[src/hdl/mfb_pkg.sv]
// shared constants, command codes and controller/datapath types
// for the monochrome frame buffer draw block; no dependencies
package mfb_pkg;

  localparam int SCREEN_WIDTH  = 128;
  localparam int SCREEN_HEIGHT = 64;
  localparam int PAGE_COUNT    = (SCREEN_HEIGHT + 7) / 8;
  localparam int STORE_BYTES   = SCREEN_WIDTH * PAGE_COUNT;
  localparam int ADDR_W        = $clog2(STORE_BYTES);
  localparam int BYTE_W        = 8;

  // signed coordinate width for the line walker, unsigned for the rect walker
  localparam int CRD_W = 10;
  localparam int RC_W  = 9;

  typedef enum logic [1:0] {
    FUNC_LINE  = 2'd0,
    FUNC_FILL  = 2'd1,
    FUNC_CLEAR = 2'd2,
    FUNC_READ  = 2'd3
  } func_t;

  typedef enum logic [2:0] {
    ST_CLEAR,
    ST_IDLE,
    ST_SETUP,
    ST_RD,
    ST_WR,
    ST_DONE
  } state_t;

  typedef struct packed {
    logic clr_wr;
    logic load;
    logic setup;
    logic rd_byte;
    logic pix_rd;
    logic pix_wr;
    logic out_load;
  } ctrl_cmd_t;

  typedef struct packed {
    logic clr_last;
    logic is_read;
    logic empty;
    logic last;
    logic out_busy;
  } ctrl_stat_t;

endpackage

[src/hdl/mfb_ctrl.sv]
// controller state machine: clearing pass, command setup, per-pixel
// read/write sequencing, result hand-off; uses mfb_pkg
module mfb_ctrl (
  input  logic                clk,
  input  logic                rst_n,
  input  logic                in_valid,
  output logic                in_stall,
  input  mfb_pkg::ctrl_stat_t stat,
  output mfb_pkg::ctrl_cmd_t  cmd
);

  mfb_pkg::state_t state_r, state_nxt;

  always_ff @(posedge clk) begin
    if (!rst_n) begin
      state_r <= mfb_pkg::ST_CLEAR;
    end else begin
      state_r <= state_nxt;
    end
  end

  always_comb begin
    state_nxt = state_r;
    cmd       = '0;
    in_stall  = 1'b1;
    case (state_r)
      mfb_pkg::ST_CLEAR: begin
        cmd.clr_wr = 1'b1;
        if (stat.clr_last) begin
          state_nxt = mfb_pkg::ST_IDLE;
        end
      end
      mfb_pkg::ST_IDLE: begin
        in_stall = 1'b0;
        if (in_valid) begin
          cmd.load  = 1'b1;
          state_nxt = mfb_pkg::ST_SETUP;
        end
      end
      mfb_pkg::ST_SETUP: begin
        cmd.setup = 1'b1;
        if (stat.is_read) begin
          cmd.rd_byte = 1'b1;
          state_nxt   = mfb_pkg::ST_DONE;
        end else if (stat.empty) begin
          state_nxt = mfb_pkg::ST_DONE;
        end else begin
          state_nxt = mfb_pkg::ST_RD;
        end
      end
      mfb_pkg::ST_RD: begin
        cmd.pix_rd = 1'b1;
        state_nxt  = mfb_pkg::ST_WR;
      end
      mfb_pkg::ST_WR: begin
        cmd.pix_wr = 1'b1;
        state_nxt  = stat.last ? mfb_pkg::ST_DONE : mfb_pkg::ST_RD;
      end
      mfb_pkg::ST_DONE: begin
        // wait for the previous result beat to leave
        if (!stat.out_busy) begin
          cmd.out_load = 1'b1;
          state_nxt    = mfb_pkg::ST_IDLE;
        end
      end
      default: begin
        state_nxt = mfb_pkg::ST_IDLE;
      end
    endcase
  end

endmodule

[config.mk]
export PLATFORM = sky130hd
export DESIGN_NAME = mfb_ctrl
export DESIGN_NICKNAME = d
export VERILOG_FILES = /design/src/hdl/mfb_pkg.sv /design/src/hdl/mfb_ctrl.sv
export SDC_FILE = /design/constraint.sdc
export NUM_CORES = 1
export LEC_CHECK = 0
export BUFFER_PORTS_ARGS = -buffer_cell sky130_fd_sc_hd__buf_2
export CAP_MARGIN = 25
export CORE_AREA = 10 10 47 49
export DETAILED_ROUTE_END_ITERATION = 10
export DIE_AREA = 0 0 57 59
export GPL_TIMING_DRIVEN = 0
export MAX_ROUTING_LAYER = met4
export PLACE_DENSITY = 0.4
export SLEW_MARGIN = 20
export SYNTH_ARGS = -nofsm -noshare
export SYNTH_HDL_FRONTEND = slang
export SYNTH_SLANG_ARGS = --single-unit
[constraint.sdc]
create_clock -name clk -period 1.7 [get_ports clk]
set_input_delay 0 -clock clk [delete_from_list [all_inputs] [get_ports clk]]
set_output_delay 0 -clock clk [all_outputs]
set_load 0.01 [all_outputs]
==> metrics.txt <==
status complete, no violations; TritonRoute pass-1 iters 2; CTS resizes 0; global-route total usage across every layer 4.119%; Die H 59 microns; minimum clock period 1.159 ns; Setup Viol. Count Final 0; RSZ-0062 raised after global routing false; initial drt markers 2; Worst EP required 1.70 ns; Root Buffer clkbuf_4; post-synthesis net count 34; top flop regs state_r x3; Crit Path Class reg -> out; # diodes 0; Post-Route WL 634 microns; largest reg by FF count state_r; IO buf count 15; Power per Cell Area 827.5 nW/um^2; DRC viols 0; synth unique cells 16; # fillers 168; CTS tree built; number of global-route vias before repair 276; sequential area share after synthesis 29.27%; latest clock arrival within the worst-skew pair 0.23 ns; met2 usage 8.062%; period utilization 68.18%; Synth Warn # 0; GRT overflow 0; dpl hpwl 557.4 microns; proportion of layout cells with a drive suffix above 1 46.67%; standard-cell row count 14; Clock Skew 0.0003928 ns; Final ANT Viol Nets 0; Max-cap violations 0; crit start category register; total power 0.2702 mW; vias per cell 4.033; CTS Hold Bufs 0; Fin. Hold Viols 0; GRT met1 Usage 2.473%; Least-Margin Pin Slew 0.2527 ns; total negative setup slack 0 ns; first-pass GRT wire length 1076 microns; Max FO, Critical Path 5; core area 1401 sq um; Syn Inst Count 26; Num CTS Buffers 3; Mapped Area 205.2 sq um; routed via count 246; P&R area growth vs syn 59.15%; GR Util met3 2.361%; CP arrival 1.16 ns; clk buf depth 2; GRT Max-Usage Layer met2; clock slew seen by the registers of the worst setup and hold paths 0.03 ns; Die ar. 3363 sq um; Seq cells post-synth 3; Post-Syn Area per Cell 7.892 sq um; IO Pins 16; Max-slew headroom 83.00%; Crit. End Element primary output; leakage power 0.1572 nW; maximum number of pins on one net before global-route repair 11; Die Span X 57 microns; Clock Sinks 3; Max Transition Viols Final 0; antenna violations before repair 0; routed len/inst 10.39 microns; postcts setup bufs 0; H-tree Lvls 1; Initial Util 14.64%; maximum VDD drop 311.6 uV; max reg flops 3; GPL Wtd Cong 0.6835; FMAX 0.8628 GHz; Worst Hold Class in -> reg; Final #Nets 54
[report_power, final]
part	leakage, nW	internal (mW)	switching, mW	total [mW]
sequential	0.0246	0.0760	0.00638	0.0824
clock	0.0150	0.0877	0.0331	0.121
combinational	0.118	0.0345	0.0325	0.0670
[per-stage QoR]
step,cells,util (%),hold slack (ns),setup WS (ns),area (sq um)
5_1_grt,61,23.30,0.006250,0.4371,326.6
3_5_place_dp,57,21.43,0.2356,0.6530,300.3
3_3_place_gp,57,21.43,0.2471,0.6399,300.3
4_1_cts,61,23.30,0.002453,0.5192,326.6
2_1_floorplan,26,-,0.05069,0.7001,205.2
6_report,61,23.30,0.004180,0.5410,326.6
[metal layers]
layer  routed length [microns]  part of all wire [%]  vias to the layer above
met5                         0                     0                        -
met4                         0                     0                        0
met3                        28                   4.4                        0
met2                       403                    64                        3
met1                       202                    32                      113
li1                          -                     -                      130
[worst max-delay path, stage by stage, from the launching register on]
cell	delay, ns
dfxtp_1	0.39
nand2b_1	0.20
nor2_1	0.06
and2_1	0.15
buf_2	0.13
[cell usage in the layout, fill, tap and decap left out]
cell type and instances:
nor2_2 1, clkbuf_1 1, o21ai_0 1, dfxtp_1 3
nor3_1 4, o22ai_1 1, buf_2 15, clkbuf_4 3
buf_6 1, nand2b_1 2, inv_1 1, o21a_1 1
and3_4 1, nand2_1 1, mux2i_1 1, nor4_1 1
and2_1 2, nor2_1 3, o31a_1 2
[layout make-up]
cell class / count / area, sq um / area share [%]
repair buffers: 15 / 75.07 / 22.99
clock buffers: 4 / 26.28 / 8.046
well taps: 16 / 20.02 / 6.130
plain buffers: 1 / 11.26 / 3.448
multi-input cells: 21 / 130.1 / 39.85
inverters: 1 / 3.754 / 1.149
flip-flops and latches: 3 / 60.06 / 18.39
[cells in the mapped netlist]
cell type / number / share of area [%]
nor3_1: 4 / 9.8
o31a_1: 2 / 8.5
nand2_1: 1 / 1.8
dfxtp_1: 3 / 29
nor2_1: 3 / 5.5
inv_1: 1 / 1.8
and2_1: 2 / 6.1
buf_6: 1 / 5.5
o21a_1: 1 / 3.7
nor4_1: 1 / 3.1
nor2_2: 1 / 3.1
nand2b_1: 2 / 6.1
o21ai_0: 1 / 2.4
o22ai_1: 1 / 3.1
mux2i_1: 1 / 4.9
and3_4: 1 / 5.5
[final timing paths]
path                                start                 endpoint  slack, ns  cells after the start
hold reg to reg   state_r[2]$_SDFFE_PN0P_  state_r[0]$_SDFFE_PN0P_       0.57                      1
hold / removal                      rst_n  state_r[0]$_SDFFE_PN0P_      0.004                      2
setup reg to reg  state_r[2]$_SDFFE_PN0P_  state_r[1]$_SDFFE_PN0P_       0.67                      3
setup / recovery  state_r[2]$_SDFFE_PN0P_                   cmd[3]       0.54                      4
[cell families (layout without fill, tap and decap cells)]
logic type             Yosys count  count (layout)  share of synthesized area [%]
DFF                              3               3                          29.27
buffers and inverters            2              21                          7.315
AOI/OAI and AO/OA                5               5                          17.69
and+or+nand+nor                 15              15                          40.85
muxes                            1               1                          4.878
Note: power is estimated with default switching activity, not from simulation.
